==> src/rtl/ogf_pkg.sv <==
`timescale 1ns / 1ps
// ----------------------------------------------------------------------------
// ogf_pkg
// Shared widths, constants, stage types and helpers for the orifice flow block.
// ----------------------------------------------------------------------------
package ogf_pkg;

    // fraction format of the mole fractions
    localparam int FRACTION_BITS = 15;
    localparam int ONE_W         = FRACTION_BITS + 1;
    localparam logic [ONE_W-1:0] FRAC_ONE = ONE_W'(1) << FRACTION_BITS;

    // field widths
    localparam int DP_W   = 18;
    localparam int FR_W   = 16;
    localparam int COEF_W = 32;
    localparam int FLOW_W = 24;

    // molecular weights in g/kmol
    localparam logic [15:0] MW_N2  = 16'd28013;
    localparam logic [15:0] MW_O2  = 16'd31999;
    localparam logic [15:0] MW_CO2 = 16'd44010;
    localparam logic [15:0] MW_H2O = 16'd18015;

    // 298 K * 8314 J/(kmol K), 1000 l per m3, 16 * 101325 Pa
    localparam logic [21:0] NUM_CONST = 22'd2477572;
    localparam logic [9:0]  LITRE_K   = 10'd1000;
    localparam logic [20:0] DEN_CONST = 21'd1621200;

    // internal widths
    localparam int MW_W    = 16 + FRACTION_BITS;
    localparam int NUM_W   = 49;
    localparam int SHIFT   = 32 + FRACTION_BITS;
    localparam int FULL_W  = NUM_W + SHIFT;
    localparam int QW      = 48;
    localparam int DW      = MW_W + 21;
    localparam int RW      = DW + 1;
    localparam int ROOT_W  = QW / 2;
    localparam int SQR_W   = ROOT_W + 3;
    localparam int PROD_W  = COEF_W + ROOT_W;
    localparam int X_W     = 33;
    localparam int XM_W    = X_W + 32;

    // rounding and reciprocal of 60 (ceil(2^37 / 60))
    localparam int          RECIP_SH = 37;
    localparam logic [31:0] RECIP_60 = 32'd2290649225;
    localparam logic [X_W-1:0] HALF_60 = X_W'(30);
    localparam int          Q_W      = XM_W - RECIP_SH;
    localparam logic [Q_W-1:0] FLOW_MAX = Q_W'(24'hFFFFFF);

    // long division stage payload
    typedef struct packed {
        logic [RW-1:0] rem;
        logic [DW-1:0] den;
        logic [QW-1:0] low;
    } div_t;

    // square root stage payload
    typedef struct packed {
        logic [QW-1:0]     rad;
        logic [SQR_W-1:0]  rem;
        logic [ROOT_W-1:0] root;
    } sqr_t;

    // fraction above one saturates to one
    function automatic logic [ONE_W-1:0] clamp_frac(input logic [FR_W-1:0] v);
        logic [31:0] wide;
        wide = 32'(v);
        if (wide > 32'(FRAC_ONE))
            return FRAC_ONE;
        else
            return ONE_W'(wide);
    endfunction

endpackage

==> src/rtl/ogf_back.sv <==
`timescale 1ns / 1ps
// ----------------------------------------------------------------------------
// ogf_back
// Coefficient product, rounded division by 60 * 2^24 and saturation.
// ----------------------------------------------------------------------------
module ogf_back (
    input  logic                       clk,
    input  logic                       rst_n,
    input  logic                       en,
    input  logic                       in_valid,
    input  logic [ogf_pkg::ROOT_W-1:0] root,
    input  logic [ogf_pkg::COEF_W-1:0] coefficient,
    output logic                       out_valid,
    output logic [ogf_pkg::FLOW_W-1:0] flow_rate,
    output logic                       saturated
);
    import ogf_pkg::*;

    logic [PROD_W-1:0] prod_reg;
    logic [XM_W-1:0]   xm_reg;
    logic [X_W-1:0]    x;
    logic [Q_W-1:0]    q;
    logic [FLOW_W-1:0] flow_reg;
    logic              sat_reg;
    logic              va_reg, vb_reg, vc_reg;

    // add half a step, scale by the reciprocal of 60
    assign x = X_W'(prod_reg[PROD_W-1:24]) + HALF_60;
    assign q = xm_reg[XM_W-1:RECIP_SH];

    always_ff @(posedge clk)
    begin
        if (en)
        begin
            prod_reg <= PROD_W'(coefficient) * PROD_W'(root);
            xm_reg   <= XM_W'(x) * XM_W'(RECIP_60);
            sat_reg  <= q > FLOW_MAX;
            flow_reg <= (q > FLOW_MAX) ? FLOW_W'(FLOW_MAX) : FLOW_W'(q);
        end
    end

    // valid bits
    always_ff @(posedge clk or negedge rst_n)
    begin
        if (!rst_n)
        begin
            va_reg <= 1'b0;
            vb_reg <= 1'b0;
            vc_reg <= 1'b0;
        end
        else if (en)
        begin
            va_reg <= in_valid;
            vb_reg <= va_reg;
            vc_reg <= vb_reg;
        end
    end

    assign out_valid = vc_reg;
    assign flow_rate = flow_reg;
    assign saturated = sat_reg;

endmodule

==> config.mk <==
export PLATFORM = sky130hd
export DESIGN_NAME = ogf_back
export DESIGN_NICKNAME = d
export VERILOG_FILES = /design/src/rtl/ogf_pkg.sv /design/src/rtl/ogf_back.sv
export SDC_FILE = /design/constraint.sdc
export NUM_CORES = 2
export LEC_CHECK = 0
export BUFFER_PORTS_ARGS = -buffer_cell sky130_fd_sc_hd__buf_2
export CORE_MARGIN = 4
export CORE_UTILIZATION = 50
export DETAILED_ROUTE_END_ITERATION = 7
export PLACE_DENSITY = 0.73
export SETUP_SLACK_MARGIN = 0.3
export SYNTH_ARGS = -nofsm -noshare
export SYNTH_HDL_FRONTEND = slang
export SYNTH_SLANG_ARGS = --single-unit
==> constraint.sdc <==
create_clock -name clk -period 9.2 [get_ports clk]
set_input_delay 1.84 -clock clk [delete_from_list [all_inputs] [get_ports clk]]
set_output_delay 1.84 -clock clk [all_outputs]
set_load 0.01 [all_outputs]
# Yosys cells after proc, flatten, opt, wreduce, memory -nomap -nowiden
# Index checks and enable logic that the tools add are counted.
totals:
  inputBits: 60
  wordCells: 11
  regBits: 149
  output_inout_bits: 26
op_classes:
  mul: 2
  n_lt_le_gt_ge: 1
  add_sub_neg: 1
op_table:
  columns: ["cell", "n"]
  rows:
  - ["33-bit by 32-bit multiplier with 65-bit output (second input constant)", 1]
  - ["32-bit by 24-bit multiplier with 56-bit output", 1]
  - ["32-bit by 5-bit adder with 33-bit output (second input constant)", 1]
  - ["28-bit by 24-bit greater-than comparator with 1-bit output (second input constant)", 1]

# Longest topological paths before layout
depth:
  ltp_word: 2
  depth_mapped: 29

# Worst setup path after synthesis
# Ideal clock, no wire load.
synth_timing:
  path_type: "input -> register"
  start: "input coefficient[18] in the netlist's numbering"
  end: "register prod_reg[42], data pin"
  stages: 24
  path_buffers: 1
  setup_slack_ns: 1.015
  arrival_ns: 7.923
  t_required_ns: 8.938
  setup_ns: 0.262
  path_cell_list: "clkbuf_1 nand2_1 fa_1 inv_1 fa_1 inv_1 fa_1 fa_1 inv_1 fa_1 fa_1 inv_1 fa_1 inv_1 ha_1 a21o_1 a21o_1 a21o_1 o2bb2ai_1 a2111oi_2 o31ai_1 a21oi_1 o21ai_1 xor2_1"
synth_via:
  elab_chain_cells: 1
synth_lines:
  columns: ["element", "line", "source"]
  rows:
  - ["start, declared", "ogf_back.sv:12", "input logic [ogf_pkg::COEF_W-1:0] coefficient,"]
  - ["32-bit by 24-bit multiplier with 56-bit output", "ogf_back.sv:35", "prod_reg <= PROD_W'(coefficient) * PROD_W'(root);"]
  - ["end signal, assigned", "ogf_back.sv:35", null]
  - ["end, declared", "ogf_back.sv:19", "logic [PROD_W-1:0] prod_reg;"]
# Every way passes these cells.
# A chain may end at the register's enable or synchronous reset.

# Worst setup path after layout
layout_timing:
  start: "input root[21] in the netlist's numbering"
  end: "register prod_reg[50], data pin"
layout_via:
  elab_chain_cells: 1
layout_lines:
  columns: ["element", "line", "source"]
  rows:
  - ["start, declared", "ogf_back.sv:11", "input logic [ogf_pkg::ROOT_W-1:0] root,"]
  - ["32-bit by 24-bit multiplier with 56-bit output", "ogf_back.sv:35", null]
# Every way passes these cells.

==> flow_metrics.tcl <==
set metrics [dict create \
    drtAntennaViolNets 0 \
    clk_pin_slew_ns 0.08 \
    seq_area_um2 2630 \
    io_buffers 85 \
    initial_utilization 0.507 \
    report.final.slew_viol_count 0 \
    synth.largest_area_cell "fa_1" \
    nets 5307 \
    cts_htree_levels 3 \
    synth_nets 5277 \
    hpwlAfterDp_mm 76.1 \
    critPathLaunchType "input port" \
    final.setup.worst_slack_ns 0.620 \
    overflow 0 \
    routabilityCongestion 0.945 \
    finalSetupViolCount 0 \
    dp_cells 4890 \
    required_ns 9.30 \
    relSlewSlack 0.269 \
    syn_inst 3912 \
    cts_buffers 9 \
    multi_input_area_um2 30400 \
    holdBufCountCts 0 \
    stdcell_count 4906 \
    post_cts_buffers 0 \
    cts.sinks 88 \
    grt_use_total 0.242 \
    n_fill_cell 6469 \
    fin_setup_tns_ns 0 \
    clock_path_buffers 2 \
    rsz0062_at_grt "false" \
    endpoint_kind "flop" \
    die_area_um2 78600 \
    synth_ff_type "edfxtp_1" \
    skew_ns 0.0139 \
    crit_path_start "root[21]" \
    core-area_um2 73200 \
    fin_crit_sh 0.933 \
    async_flop_share 0.0341 \
    period_needed_ns 8.58 \
    dieWidth_um 280 \
    drc 0 \
    wl_per_cell_um 18.6 \
    hp-class "reg -> reg" \
    std_cell_rows 99 \
    insertion_delay_ns 0.36 \
    min_to "flow_rate[11]$_SDFFCE_PP1P_" \
    crit_type "in -> reg" \
    min_from "xm_reg[48]$_DFFE_PP_" \
    synth_area_leaders "fa_1 45%, ha_1 16%, inv_1 9.6%" \
    grt_pass1_vias 28872 \
    grt_pass1_wl_mm 151 \
    cts-root-buf "clkbuf_16" \
    reg2reg_to "xm_reg[59]$_DFFE_PP_" \
    hold_slack_ns 0.502 \
    finalHoldViolations 0 \
    wirelength_mm 91.0 \
    rrSetupSlack_ns 1.03 \
    synth_cell_types 72 \
    antenna_found_initial 1 \
    yosysMostFrequentCell "inv_1" \
    viasPerCell 5.40 \
    netlist.area_leader.share 0.446 \
    die_height_um 280 \
    cts_tree "done" \
    worstPathMaxFanout 32 \
    yosysWarnings 0 \
    worst_pin_slew_ns 1.09 \
    outcome "complete, no violations" \
    cts_resized 0 \
    worstPathArrival_ns 8.68 \
    area_growth_pct 5.66 \
    diodes 0 \
    firstDrtPassIters 6 \
    ys_top_cells_by_count "945 x inv_1, 826 x fa_1, 539 x nand2_1, 479 x ha_1, 307 x and2_1" \
    max-cap-violations 0 \
    synth-edff-count 85 \
    hold_depth 1 \
    pre_cts_ws_ns 0.201 \
    ys_ff_latch 88 \
    syn-mean-instance-area_um2 9.49 \
    synth_seq_area_share 0.0708 \
    reg2reg_from "prod_reg[25]$_DFFE_PP_" \
    largest_reg_flops 32 \
    ff2ff_path_depth 25 \
    grt_max_degree 86 \
    syn-cell-area_um2 37100 \
    ioPinCount 86 \
    vias 26508 \
    first_iter_violations 1948 \
    max_freq_mhz 117 \
    layout-drive-gt1-share 0.0527 \
]
kinds of logic (layout without fill, tap and decap cells):
| group | Yosys count | after routing | synth area share |
|---|---|---|---|
| fa+ha+maj | 1305 | 1305 | 0.607 |
| mux | 4 | 4 | 0.00121 |
| compound gates | 302 | 302 | 0.0543 |
| xor+xnor | 89 | 89 | 0.0210 |
| flops | 88 | 88 | 0.0708 |
| simple gates | 1029 | 1029 | 0.135 |
| buf+inv | 1095 | 1130 | 0.111 |
cell usage in the layout, fill, tap and decap left out, types with 3 or more instances in the layout:
master / synthesis / layout
inv_1: 945 / 945
fa_1: 826 / 826
nand2_1: 539 / 539
ha_1: 479 / 479
and2_1: 307 / 307
a21oi_1: 102 / 102
edfxtp_1: 85 / 85
buf_2: 1 / 81
buf_4: 0 / 79
a21o_1: 54 / 54
xor2_1: 45 / 45
xnor2_1: 44 / 44
o21ai_0: 33 / 33
nor2_1: 31 / 31
nand3_1: 31 / 31
nand2b_1: 27 / 27
and3_1: 25 / 25
nand4_1: 19 / 19
nor3_1: 15 / 15
o21bai_1: 15 / 15
o21ai_1: 14 / 14
a211oi_1: 13 / 12
a31oi_1: 11 / 11
nor2b_1: 10 / 10
and4_1: 9 / 9
o31ai_1: 9 / 9
clkbuf_16: 0 / 9
o21a_1: 8 / 8
buf_12: 0 / 6
a221oi_1: 4 / 4
a211oi_2: 2 / 3
or2_2: 3 / 3
a211o_1: 3 / 3
o211a_1: 3 / 3
mux2_2: 3 / 3
inv_6: 0 / 3
clkbuf_4: 0 / 3
dfrtp_1: 3 / 3
worst max-delay path, stage by stage:
cell      delay (ns)
buf_2           0.63
nand2_1         0.19
fa_1            0.60
inv_1           0.06
fa_1            0.40
fa_1            0.53
inv_1           0.05
fa_1            0.52
inv_1           0.06
fa_1            0.45
fa_1            0.49
inv_1           0.05
fa_1            0.47
inv_1           0.04
ha_1            0.34
a21o_1          0.20
a21o_1          0.17
a21oi_1         0.24
o21ai_1         0.11
a221o_1         0.38
a22o_1          0.21
a211oi_1        0.33
o21ai_1         0.12
xor2_1          0.14
worst max path at each step:
stage / slack, ns / endpoint
floorplan: 1.01 / prod_reg[42]$_DFFE_PP_
global placement: 0.33 / prod_reg[50]$_DFFE_PP_
detailed placement: 0.20 / prod_reg[50]$_DFFE_PP_
CTS: 0.57 / prod_reg[50]$_DFFE_PP_
global route: 0.31 / prod_reg[50]$_DFFE_PP_
finish: 0.62 / prod_reg[50]$_DFFE_PP_
area by class of cell:
type	count	area share
multi-input combinational	2729	0.775
inverter	945	0.0905
sequential	88	0.0670
tap	959	0.0306
timing repair buffer	169	0.0291
clock buffer	9	0.00574
clock inverter	7	0.00195
stage by stage:
stage	cell area (µm²)	utilization
global route	39200	0.536
detailed placement	38900	0.531
global placement	38900	0.531
finish	39200	0.536
CTS	39200	0.535
floorplan	37100	-
per-layer routing:
layer  vias up  global-route usage  share of wire
li1      11876                   -              -
met1     13371               0.334           0.42
met2      1084               0.399           0.47
met3       177              0.0452          0.087
met4         0              0.0582          0.024
met5         -                   0              0
Power is not shown: default switching activity piles up to over one toggle a cycle in this logic, so the estimate is an artifact.
