$ cat config.mk
export PLATFORM = sky130hd
export DESIGN_NAME = ogf_sqrt
export DESIGN_NICKNAME = d
export VERILOG_FILES = /design/src/rtl/ogf_pkg.sv /design/src/rtl/ogf_sqrt.sv
export SDC_FILE = /design/constraint.sdc
export NUM_CORES = 2
export LEC_CHECK = 0
export ABC_AREA = 1
export BUFFER_PORTS_ARGS = -buffer_cell sky130_fd_sc_hd__buf_4
export CORE_MARGIN = 8
export CORE_UTILIZATION = 40
export CTS_BUF_LIST = sky130_fd_sc_hd__clkbuf_4
export DETAILED_ROUTE_END_ITERATION = 8
export PLACE_DENSITY_LB_ADDON = 0.05
export SYNTH_ARGS = -nofsm -noshare
export SYNTH_HDL_FRONTEND = slang
export SYNTH_SLANG_ARGS = --single-unit
export TNS_END_PERCENT = 10
$ cat constraint.sdc
create_clock -name clk -period 3.3 [get_ports clk]
set_clock_uncertainty 0.2 [all_clocks]
set_input_delay 0.66 -clock clk [delete_from_list [all_inputs] [get_ports clk]]
set_output_delay 0.66 -clock clk [all_outputs]
set_load 0.02 [all_outputs]
$ cat src/rtl/ogf_pkg.sv
`timescale 1ns / 1ps
// ----------------------------------------------------------------------------
// ogf_pkg
// Shared widths, constants, stage types and helpers for the orifice flow block.
// ----------------------------------------------------------------------------
package ogf_pkg;

    // fraction format of the mole fractions
    localparam int FRACTION_BITS = 15;
    localparam int ONE_W         = FRACTION_BITS + 1;
    localparam logic [ONE_W-1:0] FRAC_ONE = ONE_W'(1) << FRACTION_BITS;

    // field widths
    localparam int DP_W   = 18;
    localparam int FR_W   = 16;
    localparam int COEF_W = 32;
    localparam int FLOW_W = 24;

    // molecular weights in g/kmol
    localparam logic [15:0] MW_N2  = 16'd28013;
    localparam logic [15:0] MW_O2  = 16'd31999;
    localparam logic [15:0] MW_CO2 = 16'd44010;
    localparam logic [15:0] MW_H2O = 16'd18015;

    // 298 K * 8314 J/(kmol K), 1000 l per m3, 16 * 101325 Pa
    localparam logic [21:0] NUM_CONST = 22'd2477572;
    localparam logic [9:0]  LITRE_K   = 10'd1000;
    localparam logic [20:0] DEN_CONST = 21'd1621200;

    // internal widths
    localparam int MW_W    = 16 + FRACTION_BITS;
    localparam int NUM_W   = 49;
    localparam int SHIFT   = 32 + FRACTION_BITS;
    localparam int FULL_W  = NUM_W + SHIFT;
    localparam int QW      = 48;
    localparam int DW      = MW_W + 21;
    localparam int RW      = DW + 1;
    localparam int ROOT_W  = QW / 2;
    localparam int SQR_W   = ROOT_W + 3;
    localparam int PROD_W  = COEF_W + ROOT_W;
    localparam int X_W     = 33;
    localparam int XM_W    = X_W + 32;

    // rounding and reciprocal of 60 (ceil(2^37 / 60))
    localparam int          RECIP_SH = 37;
    localparam logic [31:0] RECIP_60 = 32'd2290649225;
    localparam logic [X_W-1:0] HALF_60 = X_W'(30);
    localparam int          Q_W      = XM_W - RECIP_SH;
    localparam logic [Q_W-1:0] FLOW_MAX = Q_W'(24'hFFFFFF);

    // long division stage payload
    typedef struct packed {
        logic [RW-1:0] rem;
        logic [DW-1:0] den;
        logic [QW-1:0] low;
    } div_t;

    // square root stage payload
    typedef struct packed {
        logic [QW-1:0]     rad;
        logic [SQR_W-1:0]  rem;
        logic [ROOT_W-1:0] root;
    } sqr_t;

    // fraction above one saturates to one
    function automatic logic [ONE_W-1:0] clamp_frac(input logic [FR_W-1:0] v);
        logic [31:0] wide;
        wide = 32'(v);
        if (wide > 32'(FRAC_ONE))
            return FRAC_ONE;
        else
            return ONE_W'(wide);
    endfunction

endpackage

$ cat src/rtl/ogf_sqrt.sv
`timescale 1ns / 1ps
// ----------------------------------------------------------------------------
// ogf_sqrt
// Truncated integer square root, one root bit per pipeline stage.
// ----------------------------------------------------------------------------
module ogf_sqrt (
    input  logic                       clk,
    input  logic                       rst_n,
    input  logic                       en,
    input  logic                       in_valid,
    input  logic [ogf_pkg::QW-1:0]     radicand,
    output logic                       out_valid,
    output logic [ogf_pkg::ROOT_W-1:0] root
);
    import ogf_pkg::*;

    sqr_t st_reg [1:ROOT_W];
    logic v_reg  [1:ROOT_W];

    for (genvar i = 0; i < ROOT_W; i++)
    begin : g_stage
        sqr_t             src;
        logic             src_v;
        logic [SQR_W-1:0] cur, trial;
        logic             take;
        sqr_t             nxt;

        // stage input: fresh radicand for the first stage, else the stage before
        if (i == 0)
        begin : g_head
            always_comb
            begin
                src.rad  = radicand;
                src.rem  = '0;
                src.root = '0;
                src_v    = in_valid;
            end
        end
        else
        begin : g_body
            assign src   = st_reg[i];
            assign src_v = v_reg[i];
        end

        // bring down two radicand bits and try the next root bit
        always_comb
        begin
            cur      = {src.rem[SQR_W-3:0], src.rad[QW-1:QW-2]};
            trial    = {1'b0, src.root, 2'b01};
            take     = cur >= trial;
            nxt.rad  = {src.rad[QW-3:0], 2'b00};
            nxt.rem  = take ? cur - trial : cur;
            nxt.root = {src.root[ROOT_W-2:0], take};
        end

        always_ff @(posedge clk)
        begin
            if (en)
                st_reg[i+1] <= nxt;
        end

        always_ff @(posedge clk or negedge rst_n)
        begin
            if (!rst_n)
                v_reg[i+1] <= 1'b0;
            else if (en)
                v_reg[i+1] <= src_v;
        end
    end

    assign out_valid = v_reg[ROOT_W];
    assign root      = st_reg[ROOT_W].root;

endmodule

Word level (Yosys, flattened, before mapping)
Memories as Yosys holds them, arrays and structs flattened.
Cells that the tools add are included.
{"block": "word_totals", "register_bits": 24, "ram_bits": 2328, "n_memories": 1, "elab_cells": 99}
{"memory": "st_reg", "words": 24, "word_bits": 97, "rd": 24, "rd_clocked_by_memory_dff": 0, "write_ports": 24, "line_no": "ogf_sqrt.sv:17", "text": "sqr_t st_reg [1:ROOT_W];"}
{"block": "classes", "addsub": 24, "n_mux": 26, "n_lt_le_gt_ge": 24}
{"cell": "27-bit two-way mux", "n": 24}
{"cell": "27-bit by 26-bit >= comparator with 1-bit output", "n": 23}
{"cell": "27-bit by 26-bit subtractor with 27-bit output", "n": 23}
{"cell": "2-bit by 1-bit subtractor with 3-bit output, second input constant", "n": 1}
{"cell": "2-bit by 1-bit >= comparator with 1-bit output, second input constant", "n": 1}
{"cell": "1-bit two-way mux", "n": 2}

Logic depth before layout (Yosys ltp)
An unclocked memory read counts as a cell.
{"block": "depth", "depth_word": 3, "depth_mapped": 16, "mapped_depth_nobuf": 15}

Least setup slack after synthesis
No wires, ideal clock.
{"block": "synth_timing", "path_kind": "register -> register", "startpoint": "register st_reg[0][121] (netlist name)", "endpoint": "register st_reg[0][235] (netlist name)", "setup_slack_ps": 964, "arrival_ps": 1866, "n_path_buf": 2, "setup_time_ps": 270, "path_stages_with_launch": 10, "required_ps": 2830, "cell_sequence": "edfxtp_1 > ha_1 > a21oi_1 > nand2_1 > nor2_1 > ha_1 > and2_1 > clkbuf_1 > clkbuf_1 > o21ai_0"}

==> impl_summary.log <==
INFO  metric run_status = completed
INFO  metric postCtsSetupRepairBufs = 0
INFO  metric worst_setup_path_end_kind = register
INFO  metric drt-vias-per-instance = around 4.8
INFO  metric floorplan.io_pins = 77
INFO  metric first_global_vias = ~60,000
INFO  metric most_frequent_cells_in_the_layout = nand2_1 (3,143), inv_1 (1,582), edfxtp_1 (1,394), nor2_1 (727), clkbuf_4 (575)
INFO  metric crit_family = simple AND/OR/NAND/NOR gates
INFO  metric worst_ep_arrival_time = around 4 ns
INFO  metric post-dp-hpwl = between 150,000 and 200,000 um
INFO  metric drv.max_cap_violation_count = 0
INFO  metric grt_antenna_before_repair = 5
INFO  metric fp.dieW = 457 um
INFO  metric actual_transition_at_the_worst_max_transition_pin = 1.06 ns
INFO  metric critical_path.max_fanout = 29
INFO  metric worstSetupStartpointType = register
INFO  metric worstHoldPathType = register to register
INFO  metric synth_area_per_cell = 8.69 sq um
INFO  metric logic_depth_of_the_worst_setup_path_including_buffers = 9
INFO  metric final_common_cell = nand2_1
INFO  metric power.share.clock = between 30% and 40%
INFO  metric final-max-slew-violation-count = 0
INFO  metric nNetsFinal = 9,973
INFO  metric p_seq_share = between 40% and 50%
INFO  metric crit_top_cell = nand2_1
INFO  metric path_cells = ha_1 > nand2_1 > inv_1 > a21oi_1 > nand3_1 > nand2_1 > nand2_1 > inv_2 > o21ai_0
INFO  metric placement_rows = 162
INFO  metric worst_ep_required_time = 4.10 ns
INFO  metric synth_top_cell_by_area = edfxtp_1
INFO  metric max-vdd-ir-drop = 0.296 mV
INFO  metric gpl.final_weighted_congestion = 0.904
INFO  metric initial_core_util = between 40 and 50%
INFO  metric final_layout_size_suffix_gt1_share = between 10 and 15%
INFO  metric min_path_cells = 0
INFO  metric synth_top_cells_by_area = edfxtp_1 (54%), nand2_1 (15%), inv_1 (7.6%), ha_1 (5.2%), nor2_1 (3.5%)
INFO  metric netlist-cell-type-count = 52
INFO  metric syn-num-nets = about 9,300
INFO  metric grt_start_max_net_pins = 95
INFO  metric path_class = register to register
INFO  metric floorplan.core_area = about 200,000 sq um
INFO  metric setup_repair_after_global_routing_missed_its_margin = no
INFO  metric max_incr_delay_on_cp = roughly 0.47 ns
INFO  metric layout_min_cycle_time = between 3 and 4 ns
INFO  metric ys_seq_elements = 1,418
INFO  metric chipHeight = 457 um
INFO  metric timing.slew.headroom = 29.0%
INFO  metric clkLatencyLatePin = roughly 1.4 ns
INFO  metric cellInternalPower = 34.2 mW
INFO  metric final_cycle_share = ~94%
INFO  metric setup_slack = 0.195 ns
INFO  metric finalWirelength = 210,000 um
INFO  metric clock_sinks = 1,418
INFO  metric leakage = about 41 nW
INFO  metric setup_viol = 0
INFO  metric max-clock-path-buffers = 4
INFO  metric timing.critical_path.slowest_stage_cell = inv_2
INFO  metric dieArea = 209,000 sq um
INFO  metric h-tree-depth = 5
INFO  metric worstRegToRegCells = 9
INFO  metric p_per_area = around 570 nW/um^2
INFO  metric synthesis.yosys.warnings = 0
INFO  metric wl_per_cell = 16.9 um
INFO  metric comb_power_share = 21.5%
INFO  metric placement_setup_slack = about 0.30 ns
INFO  metric number_of_buffer_and_inverter_stages_on_the_critical_path = 2
INFO  metric cts_resized = 0
INFO  metric clock_tree.root_cell = clkbuf_4
INFO  metric area_delta_synth_final = 13.2%
INFO  metric mappedNetlistArea = approximately 78,000 sq um
INFO  metric timing_hold_violations_final = 0
INFO  metric initialDrtViolationCount = 4,046
INFO  metric sequential_share_of_the_synthesized_area = 54.5%
INFO  metric post-synth-top-area-fraction = 53.7%
INFO  metric globalRouteOverflowTotal = 0
INFO  metric swShare = a little under a third
INFO  metric track_usage = about a fifth
INFO  metric total_via_count_after_detailed_routing = 59,568
INFO  metric maximum_clock_frequency = about 320 MHz
INFO  metric syn_inst = 8,972
INFO  metric worst_setup_hold_path_clk_slew = 0.06 ns
INFO  metric grt_first_pass_wirelength = between 300,000 and 400,000 um
INFO  metric largest_register_ff_count = about 1,400
INFO  metric drt_pass1_iterations = 6
INFO  metric post-route-drc-count = 0
INFO  metric tritoncts.num_buffers = 404
INFO  metric tns = 0 ns
INFO  metric switching_power = approximately 16 mW
INFO  metric fill_cells = 19,370
INFO  metric clock_tree_from_tritoncts = done
INFO  metric port-buffer-count = 76
INFO  metric antenna_left = 0
==> cell type report <==
class / instances / area, sq um / share of cell area (%)
flip-flops and latches: 1418 / 42500 / 48.1
multi-input cells: 5869 / 28800 / 32.6
inverters: 1609 / 6050 / 6.86
clock buffers: 575 / 4320 / 4.89
well taps: 2542 / 3180 / 3.61
repair buffers: 294 / 2800 / 3.17
clock inverters: 106 / 592 / 0.671
diodes: 13 / 32.5 / 0.0369
==> stage by stage <==
step | total power, mW | area [sq um] | instances | hold slack, ns | utilization (%)
floorplan | 30.6 | 77900 | 8972 | 0.164 | -
global placement | 34.5 | 82200 | 11628 | 0.200 | 42.3
detailed placement | 34.5 | 82200 | 11628 | 0.205 | 42.3
CTS | 51.0 | 88200 | 12413 | 0.102 | 45.4
global route | 53.4 | 88200 | 12425 | 0.122 | 45.4
finish | 50.1 | 88200 | 12426 | 0.161 | 45.4
==> synthesized netlist by cell type (all sizes together) <==
| master | n |
|---|---|
| nand2 | 3166 |
| inv | 1608 |
| edfxtp | 1394 |
| nor2 | 785 |
| nand3 | 521 |
| ha | 325 |
| a21oi | 316 |
| o21ai | 179 |
| nand4 | 146 |
| xor2 | 138 |
| nand3b | 82 |
| nor3 | 75 |
| buf | 69 |
| xnor2 | 66 |
| dfrtp | 24 |
| or2 | 18 |
| o21bai | 17 |
| and2 | 9 |
| clkbuf | 7 |
| nor3b | 6 |
| nor4 | 5 |
| and3 | 3 |
| o21a | 3 |
| a21boi | 2 |
| o211ai | 2 |
| a21o | 1 |
| a31oi | 1 |
| clkinv | 1 |
| conb | 1 |
| o2111ai | 1 |
| o31ai | 1 |
==> path summary, 6_finish.rpt <==
path / slack (ns) / to / startpoint
max in group asynchronous: 1.79 / out_valid$_DFFE_PN0P_ / rst_n
min reg2reg: 0.16 / st_reg[0][1540]$_DFFE_PP_ / st_reg[0][1441]$_DFFE_PP_
min: 0.16 / st_reg[0][1540]$_DFFE_PP_ / st_reg[0][1441]$_DFFE_PP_
max reg2reg: 0.19 / st_reg[0][1287]$_DFFE_PP_ / st_reg[0][1196]$_DFFE_PP_
max: 0.19 / st_reg[0][1287]$_DFFE_PP_ / st_reg[0][1196]$_DFFE_PP_
min in group asynchronous: 0.44 / g_stage[20].src_v$_DFFE_PN0P_ / rst_n
==> power by group through the flow <==
stage / registers [mW] / logic (mW) / clock network (mW)
finish: 23.5 / 10.7 / 15.8
global route: 23.7 / 12.3 / 17.5
CTS: 23.5 / 10.8 / 16.7
detailed placement: 23.9 / 10.6 / 0
global placement: 23.9 / 10.6 / 0
floorplan: 23.2 / 7.47 / 0
==> kinds of logic (layout without fill, tap and decap cells) <==
logic type	after synthesis	in the layout	share of synthesized area [%]
DFF	1418	1418	54.5
adders and majority gates	325	325	5.22
AOI/OAI and AO/OA	523	523	3.78
buffers and inverters	1685	2584	8.59
and+or+nand+nor	4816	4816	25.6
other	1	14	0.00481
xor gates and xnor gates	204	204	2.30
==> repair_timing <==
action,CTS,global route
endpoints found under the setup margin,0,0
hold endpoints to repair,1410,0
hold buffers,104,0
==> per-layer routing <==
layer,share of wire (%),up-vias,routed length (um),GRT usage [%]
li1,-,30340,-,-
met1,47,27326,97800,27.0
met2,45,1516,94900,31.6
met3,5.2,384,11000,3.39
met4,2.9,2,6080,6.26
met5,0.0095,-,20,0
==> worst reg2reg max path, cell delays in order (launching register included) <==
cell and delay (ns):
edfxtp_1 0.41, ha_1 0.38, nand2_1 0.16, inv_1 0.07, a21oi_1 0.30, nand3_1 0.25
nand2_1 0.12, nand2_1 0.08, inv_2 0.47, o21ai_0 0.30
No activity file was read; power rests on OpenSTA's default activity.
