===== src/rtl/ogf_pkg.sv =====
`timescale 1ns / 1ps
// ----------------------------------------------------------------------------
// ogf_pkg
// Shared widths, constants, stage types and helpers for the orifice flow block.
// ----------------------------------------------------------------------------
package ogf_pkg;

    // fraction format of the mole fractions
    localparam int FRACTION_BITS = 15;
    localparam int ONE_W         = FRACTION_BITS + 1;
    localparam logic [ONE_W-1:0] FRAC_ONE = ONE_W'(1) << FRACTION_BITS;

    // field widths
    localparam int DP_W   = 18;
    localparam int FR_W   = 16;
    localparam int COEF_W = 32;
    localparam int FLOW_W = 24;

    // molecular weights in g/kmol
    localparam logic [15:0] MW_N2  = 16'd28013;
    localparam logic [15:0] MW_O2  = 16'd31999;
    localparam logic [15:0] MW_CO2 = 16'd44010;
    localparam logic [15:0] MW_H2O = 16'd18015;

    // 298 K * 8314 J/(kmol K), 1000 l per m3, 16 * 101325 Pa
    localparam logic [21:0] NUM_CONST = 22'd2477572;
    localparam logic [9:0]  LITRE_K   = 10'd1000;
    localparam logic [20:0] DEN_CONST = 21'd1621200;

    // internal widths
    localparam int MW_W    = 16 + FRACTION_BITS;
    localparam int NUM_W   = 49;
    localparam int SHIFT   = 32 + FRACTION_BITS;
    localparam int FULL_W  = NUM_W + SHIFT;
    localparam int QW      = 48;
    localparam int DW      = MW_W + 21;
    localparam int RW      = DW + 1;
    localparam int ROOT_W  = QW / 2;
    localparam int SQR_W   = ROOT_W + 3;
    localparam int PROD_W  = COEF_W + ROOT_W;
    localparam int X_W     = 33;
    localparam int XM_W    = X_W + 32;

    // rounding and reciprocal of 60 (ceil(2^37 / 60))
    localparam int          RECIP_SH = 37;
    localparam logic [31:0] RECIP_60 = 32'd2290649225;
    localparam logic [X_W-1:0] HALF_60 = X_W'(30);
    localparam int          Q_W      = XM_W - RECIP_SH;
    localparam logic [Q_W-1:0] FLOW_MAX = Q_W'(24'hFFFFFF);

    // long division stage payload
    typedef struct packed {
        logic [RW-1:0] rem;
        logic [DW-1:0] den;
        logic [QW-1:0] low;
    } div_t;

    // square root stage payload
    typedef struct packed {
        logic [QW-1:0]     rad;
        logic [SQR_W-1:0]  rem;
        logic [ROOT_W-1:0] root;
    } sqr_t;

    // fraction above one saturates to one
    function automatic logic [ONE_W-1:0] clamp_frac(input logic [FR_W-1:0] v);
        logic [31:0] wide;
        wide = 32'(v);
        if (wide > 32'(FRAC_ONE))
            return FRAC_ONE;
        else
            return ONE_W'(wide);
    endfunction

endpackage


===== src/rtl/ogf_front.sv =====
`timescale 1ns / 1ps
// ----------------------------------------------------------------------------
// ogf_front
// Magnitude, mixture molecular weight, numerator and denominator, four stages.
// ----------------------------------------------------------------------------
module ogf_front (
    input  logic                       clk,
    input  logic                       rst_n,
    input  logic                       en,
    input  logic                       in_valid,
    input  logic [ogf_pkg::DP_W-1:0]   pressure_delta,
    input  logic [ogf_pkg::FR_W-1:0]   oxygen_fraction,
    input  logic [ogf_pkg::FR_W-1:0]   carbon_dioxide_fraction,
    input  logic [ogf_pkg::FR_W-1:0]   water_fraction,
    input  logic                       mode,
    output logic                       out_valid,
    output ogf_pkg::div_t              out_data
);
    import ogf_pkg::*;

    // stage 1: clamps, magnitude, products
    logic [DP_W-1:0]     mag;
    logic [ONE_W-1:0]    o2, co2, h2o;
    logic [ONE_W+15:0]   p_o2_reg, p_n2_reg, p_co2_reg, p_h2o_reg;
    logic [ONE_W-1:0]    co2_reg, h2o_reg;
    logic [39:0]         num1_reg;
    logic                mode1_reg, v1_reg;

    always_comb
    begin
        mag = pressure_delta[DP_W-1] ? (~pressure_delta + DP_W'(1)) : pressure_delta;
        o2  = clamp_frac(oxygen_fraction);
        co2 = clamp_frac(carbon_dioxide_fraction);
        h2o = clamp_frac(water_fraction);
    end

    always_ff @(posedge clk)
    begin
        if (en)
        begin
            p_o2_reg  <= (ONE_W+16)'(o2) * (ONE_W+16)'(MW_O2);
            p_n2_reg  <= (ONE_W+16)'(FRAC_ONE - o2) * (ONE_W+16)'(MW_N2);
            p_co2_reg <= (ONE_W+16)'(co2) * (ONE_W+16)'(MW_CO2);
            p_h2o_reg <= (ONE_W+16)'(h2o) * (ONE_W+16)'(MW_H2O);
            num1_reg  <= 40'(mag) * 40'(NUM_CONST);
            co2_reg   <= co2;
            h2o_reg   <= h2o;
            mode1_reg <= mode;
        end
    end

    // stage 2: inhaled weight, exhale partial sum, remainder fraction
    logic [ONE_W:0]     used;
    logic [MW_W-1:0]    mw_in2_reg, exh2_reg;
    logic [ONE_W-1:0]   rest2_reg;
    logic [NUM_W-1:0]   num2_reg;
    logic               mode2_reg, v2_reg;

    assign used = (ONE_W+1)'(co2_reg) + (ONE_W+1)'(h2o_reg);

    always_ff @(posedge clk)
    begin
        if (en)
        begin
            mw_in2_reg <= MW_W'(p_o2_reg + p_n2_reg);
            exh2_reg   <= MW_W'(p_co2_reg + p_h2o_reg);
            rest2_reg  <= (used < (ONE_W+1)'(FRAC_ONE)) ?
                          ONE_W'((ONE_W+1)'(FRAC_ONE) - used) : '0;
            num2_reg   <= NUM_W'(num1_reg) * NUM_W'(LITRE_K);
            mode2_reg  <= mode1_reg;
        end
    end

    // stage 3: remainder times inhaled weight
    logic [ONE_W+MW_W-1:0] rm3_reg;
    logic [MW_W-1:0]       mw_in3_reg, exh3_reg;
    logic [NUM_W-1:0]      num3_reg;
    logic                  mode3_reg, v3_reg;

    always_ff @(posedge clk)
    begin
        if (en)
        begin
            rm3_reg    <= (ONE_W+MW_W)'(rest2_reg) * (ONE_W+MW_W)'(mw_in2_reg);
            mw_in3_reg <= mw_in2_reg;
            exh3_reg   <= exh2_reg;
            num3_reg   <= num2_reg;
            mode3_reg  <= mode2_reg;
        end
    end

    // stage 4: final weight, denominator and first partial remainder
    localparam int ACC_W = MW_W + FRACTION_BITS + 1;
    logic [ACC_W-1:0]  acc;
    logic [MW_W-1:0]   mw;
    logic [FULL_W-1:0] full;
    div_t              d4_next, d4_reg;
    logic              v4_reg;

    always_comb
    begin
        acc  = (ACC_W'(exh3_reg) << FRACTION_BITS) + ACC_W'(rm3_reg);
        mw   = mode3_reg ? mw_in3_reg : MW_W'(acc >> FRACTION_BITS);
        if (mw == '0)
            mw = MW_W'(1);
        full        = FULL_W'(num3_reg) << SHIFT;
        d4_next.den = DW'(DW'(DEN_CONST) * DW'(mw));
        d4_next.rem = RW'(full[FULL_W-1:QW]);
        d4_next.low = full[QW-1:0];
    end

    always_ff @(posedge clk)
    begin
        if (en)
            d4_reg <= d4_next;
    end

    // valid bits
    always_ff @(posedge clk or negedge rst_n)
    begin
        if (!rst_n)
        begin
            v1_reg <= 1'b0;
            v2_reg <= 1'b0;
            v3_reg <= 1'b0;
            v4_reg <= 1'b0;
        end
        else if (en)
        begin
            v1_reg <= in_valid;
            v2_reg <= v1_reg;
            v3_reg <= v2_reg;
            v4_reg <= v3_reg;
        end
    end

    assign out_valid = v4_reg;
    assign out_data  = d4_reg;

endmodule


===== config.mk =====
export PLATFORM = sky130hd
export DESIGN_NAME = ogf_front
export DESIGN_NICKNAME = d
export VERILOG_FILES = /design/src/rtl/ogf_pkg.sv /design/src/rtl/ogf_front.sv
export SDC_FILE = /design/constraint.sdc
export NUM_CORES = 2
export LEC_CHECK = 0
export ABC_AREA = 1
export ABC_CLOCK_PERIOD_IN_PS = 7400
export BUFFER_PORTS_ARGS = -buffer_cell sky130_fd_sc_hd__clkbuf_2
export CORE_UTILIZATION = 62
export DETAILED_ROUTE_END_ITERATION = 6
export PLACE_DENSITY = 0.79
export SKIP_CTS_REPAIR_TIMING = 1
export SKIP_LAST_GASP = 1
export SLEW_MARGIN = 25
export SYNTH_ARGS = -nofsm -noshare
export SYNTH_HDL_FRONTEND = slang
export SYNTH_SLANG_ARGS = --single-unit

===== constraint.sdc =====
create_clock -name clk -period 7.4 [get_ports clk]
set_input_delay 0.74 -clock clk [delete_from_list [all_inputs] [get_ports clk]]
set_output_delay 0.74 -clock clk [all_outputs]
set_load 0.03 [all_outputs]

* After elaboration in Yosys (flattened, before gate mapping) *
Cells that the tools add are included.

storage, ports and cells
  register bits = 566
  bits of input ports = 71
  output and inout port bits = 154
  logic and storage cells = 51

cells by class
  add/sub/neg operators = 7
  $mul = 8
  magnitude comparators = 4
  muxes and demuxes = 6
  bitwise logic cells = 1
  reduce and logical (&&, ||, !) cells = 1

operators with widths
  kind                                                          number
  adder 31 bit                                                  2
  multiplier 16 x 15 -> 31 bit, second input constant           2
  2-to-1 mux 31 bit                                             2
  > comparator 16 bit, second input constant                    3
  multiplier 17 x 31 -> 48 bit, first input constant            1
  2-to-1 mux 16 bit                                             3
  adder 46 bit                                                  1
  multiplier 16 x 31 -> 46 bit                                  1
  multiplier 38 x 7 -> 44 bit, second input constant            1
  multiplier 18 x 20 -> 38 bit, second input constant           1
  logical NOT 31 bit                                            1
  multiplier 17 x 16 -> 31 bit, second input constant           1
  multiplier 16 x 15 -> 30 bit, second input constant           1
  adder 18 x 1 -> 18 bit, second input constant                 1
  2-to-1 mux 18 bit                                             1
  inverter 18 bit                                               1
  adder 16 x 16 -> 17 bit                                       1
  less-than comparator 17 x 16 -> 1 bit, second input constant  1
  subtractor 16 x 16 -> 17 bit, first input constant            1
  subtractor 16 bit, first input constant                       1

* Logic depth before layout (Yosys ltp) *
  word-level depth = 5
  gate-level depth with buffers = 40
  depth with buffers taken out = 40

* Least setup slack after synthesis *
OpenSTA, ideal clock, no wires.

  kind = input-to-reg
  start = in oxygen_fraction[7] (netlist bit)
  end = reg p_n2_reg[28] (data pin)
  setup time = 0.258 ns
  arrival time = 7.237 ns
  slack = -0.095 ns
  cell stages on the path = 34
  path buffers = 1
  cell sequence = nor4_1 -> nand4_1 -> nand2_1 -> clkbuf_1 -> nand2_1 -> ha_1 -> nand2_1 -> inv_1 -> nand2_1 -> inv_1 -> nand2_1 -> inv_1 -> nand3_1 -> inv_1 -> nand2_1 -> nand2_1 -> inv_1 -> ha_1 -> fa_1 -> fa_1 -> inv_1 -> fa_1 -> fa_1 -> fa_1 -> inv_1 -> ha_1 -> nand2_1 -> nor4_1 -> nand4_1 -> nand2_1 -> a21o_1 -> nand2_1 -> nand2_1 -> xor2_1

on the way
  word-level cells in the longest chain between the ends = 4

ends and longest elaborated chain
  what                            line             RTL
  from (decl)                     ogf_front.sv:12  input logic [ogf_pkg::FR_W-1:0] oxygen_fraction,
  > comparator 16 bit             ogf_pkg.sv:69    if (wide > 32'(FRAC_ONE))
  2-to-1 mux 16 bit *             ogf_pkg.sv:69
  subtractor 16 x 16 -> 17 bit *  ogf_front.sv:42  p_n2_reg <= (ONE_W+16)'(FRAC_ONE - o2) * (ONE_W+16)'(MW_N2);
  multiplier 17 x 16 -> 31 bit *  ogf_front.sv:42
  to (signal assigned)            ogf_front.sv:42
  to (decl)                       ogf_front.sv:24  logic [ONE_W+15:0] p_o2_reg, p_n2_reg, p_co2_reg, p_h2o_reg;

Every way passes the cells marked *; elsewhere a longest branch is shown, timed or not.
A chain may end at the register's enable or synchronous reset.

==> flow_metrics.tcl <==
set metrics [dict create \
    ys_types 61 \
    final.min_clock_period_ns 7.11 \
    drc 1 \
    worstSetupPathType "reg -> reg" \
    cts_buffers 66 \
    finalHoldViolCount 0 \
    die_w_um 367 \
    rsz0062_at_grt "no" \
    whs_endpoint "v1_reg" \
    htree_levels 3 \
    synth_top_area_cell "fa_1" \
    cp_top_family "adder cells" \
    cts_tree "yes" \
    crit_arrival_ns 7.54 \
    yosysWarnings 0 \
    synth_edf_count 540 \
    vias 61200 \
    grt_pass1_wl_um 343000 \
    nets 11800 \
    cap_violations 0 \
    globalplace.congestion 1.01 \
    synth_area_per_cell_um2 9.20 \
    crit_buf_inv 7 \
    die_h_um 367 \
    fin_crit_sh_pct 96.0 \
    drive_above_1_share_pct 7.58 \
    cts_buffer_depth 3 \
    drt_pre_antenna_iters 7 \
    worst-path-max-fanout 7 \
    synthTopCellsByCount "inv_1, nand2_1, fa_1, ha_1, edfxtp_1" \
    ys.flop_type "edfxtp_1" \
    crit_start "exh3_reg[2]" \
    syn-cell-area_mm2 0.0824 \
    dieArea_mm2 0.134 \
    cpMaxStageDelayCell "fa_1" \
    core_mm2 0.132 \
    status "complete, but fails checks" \
    r2r_end "out_data[95]" \
    fin_skew_ns 0.0657 \
    portBuffers 163 \
    antenna_found_initial 7 \
    worst_slew_pin_slew_ns 1.20 \
    grt-ovfl-total 0 \
    fin_area_mm2 0.0897 \
    dpl_cell_area_mm2 0.0870 \
    setup_viol 0 \
    routed_wl_um 215000 \
    ys_seq_area_share_pct 19.8 \
    worst_path_largest_cell_delay_ns 0.56 \
    drt-initial-drc-count 4613 \
    synthTopCellsByArea "fa_1, edfxtp_1, ha_1" \
    fill_cells 10300 \
    drv_slew 0 \
    postSynthCellCount 8962 \
    rows 133 \
    reg2reg_depth 33 \
    clk_latency_ns 0.69 \
    cts.sinks 544 \
    pin_count 225 \
    cts_root_buffer "clkbuf_16" \
    syn2layout_area_growth_pct 8.88 \
    largest_register_ffs 92 \
    yosys_register_bits 544 \
    grt_pass1_vias 65000 \
    via_per_inst 5.47 \
    synth.top_cell.area_share_pct 30.6 \
    worstHoldStart "in_valid" \
    whs_path_depth 3 \
    grt_usage_pct 32.7 \
    violations "design-rule violations" \
    grt_max_degree 149 \
    dp_hpwl_um 182000 \
    wl_per_cell_um 19.2 \
    max_freq_mhz 141 \
    synth.most_common_cell "inv_1" \
    path_clk_slew_ns 0.07 \
    worstPathRequired_ns 7.84 \
    relSlewSlack_pct 20.0 \
    hold_class "in -> reg" \
    initial_utilization_pct 62.6 \
    ant_nets 0 \
    cp-end-kind "flip-flop" \
    synthArstFlopShare_pct 0.735 \
    r2r_start "exh3_reg[2]" \
    start_kind "flip-flop" \
    reg2reg_setup_slack_ns 0.29 \
]
[worst reg2reg max path, delay by kind of cell, from the launching register on]
| family | cells | cell delay, ns |
|---|---|---|
| AO/OA/AOI/OAI | 1 | 0.09 |
| flip-flops | 1 | 0.43 |
| AND/OR/NAND/NOR | 16 | 1.94 |
| buffers and inverters | 7 | 0.59 |
| XOR/XNOR | 1 | 0.14 |
| adder cells (fa/ha/maj) | 8 | 3.65 |
[how the worst max path moves through the flow]
| stage | cells after the start | endpoint |
|---|---|---|
| 5_1_grt | 38 | out_data[92] |
| 6_report | 33 | out_data[95] |
| 3_3_place_gp | 33 | out_data[97] |
| 2_1_floorplan | 34 | p_n2_reg[28] |
| 4_1_cts | 33 | out_data[97] |
| 3_5_place_dp | 33 | out_data[97] |
[per-layer routing]
layer	wire, um	GRT usage (%)	up-vias
met5	13	0	-
met4	10000	13.3	2
met3	14400	4.63	605
met2	106000	56.8	2222
met1	83900	41.1	30000
li1	-	-	28400
[cells by family (layout without fill, tap and decap cells)]
family                   count (synthesis)  after routing  synth area share, %
adder cells (fa/ha/maj)               2335           2335                 46.9
AND/OR/NAND/NOR                       2363           2363                 11.8
buffers and inverters                 2540           2936                 11.9
AO/OA/AOI/OAI                          807            807                 5.63
other                                    2             83              0.00911
XOR/XNOR                               371            371                 3.97
flip-flops                             544            544                 19.8
[placed cells by master, fill, tap and decap left out, types with 13 or more instances in the layout]
cell type / count
a21o_1: 54
a21oi_1: 372
a31oi_1: 53
buf_4: 292
clkbuf_16: 66
clkbuf_2: 162
conb_1: 79
edfxtp_1: 540
fa_1: 1261
ha_1: 1048
ha_2: 25
inv_1: 2339
nand2_1: 1481
nand2_2: 26
nand3_1: 203
nand3_2: 18
nand3b_1: 13
nand4_1: 60
nor2_1: 414
nor2_2: 15
nor3_1: 54
nor4_1: 28
o211ai_1: 16
o21ai_0: 161
o21ai_1: 30
o21bai_1: 37
xnor2_1: 123
xor2_1: 245
[metrics by stage]
step	cells	setup TNS (ns)	worst slack [ns]	utilization [%]	hold slack [ns]
CTS	11200	-0.274	-0.263	67.8	-0.196
floorplan	9039	0	0.0898	-	0.400
finish	11200	0	0.294	68.2	0.264
global route	11200	0	0.00141	68.2	0.262
global placement	11100	-0.237	-0.237	66.1	0.401
detailed placement	11100	-0.291	-0.269	66.1	0.405
[cell type report]
class / instances / area (um^2) / area share (%)
well taps: 1755 / 2200 / 2.45
multi-input cells: 5955 / 56900 / 63.5
clock buffers: 75 / 1690 / 1.88
inverters: 2353 / 8840 / 9.85
diodes: 4 / 10.0 / 0.0112
clock inverters: 45 / 574 / 0.640
flip-flops and latches: 544 / 16300 / 18.2
repair buffers: 463 / 3160 / 3.53
Power is not shown: default switching activity piles up to over one toggle a cycle in this logic, so the estimate is an artifact.
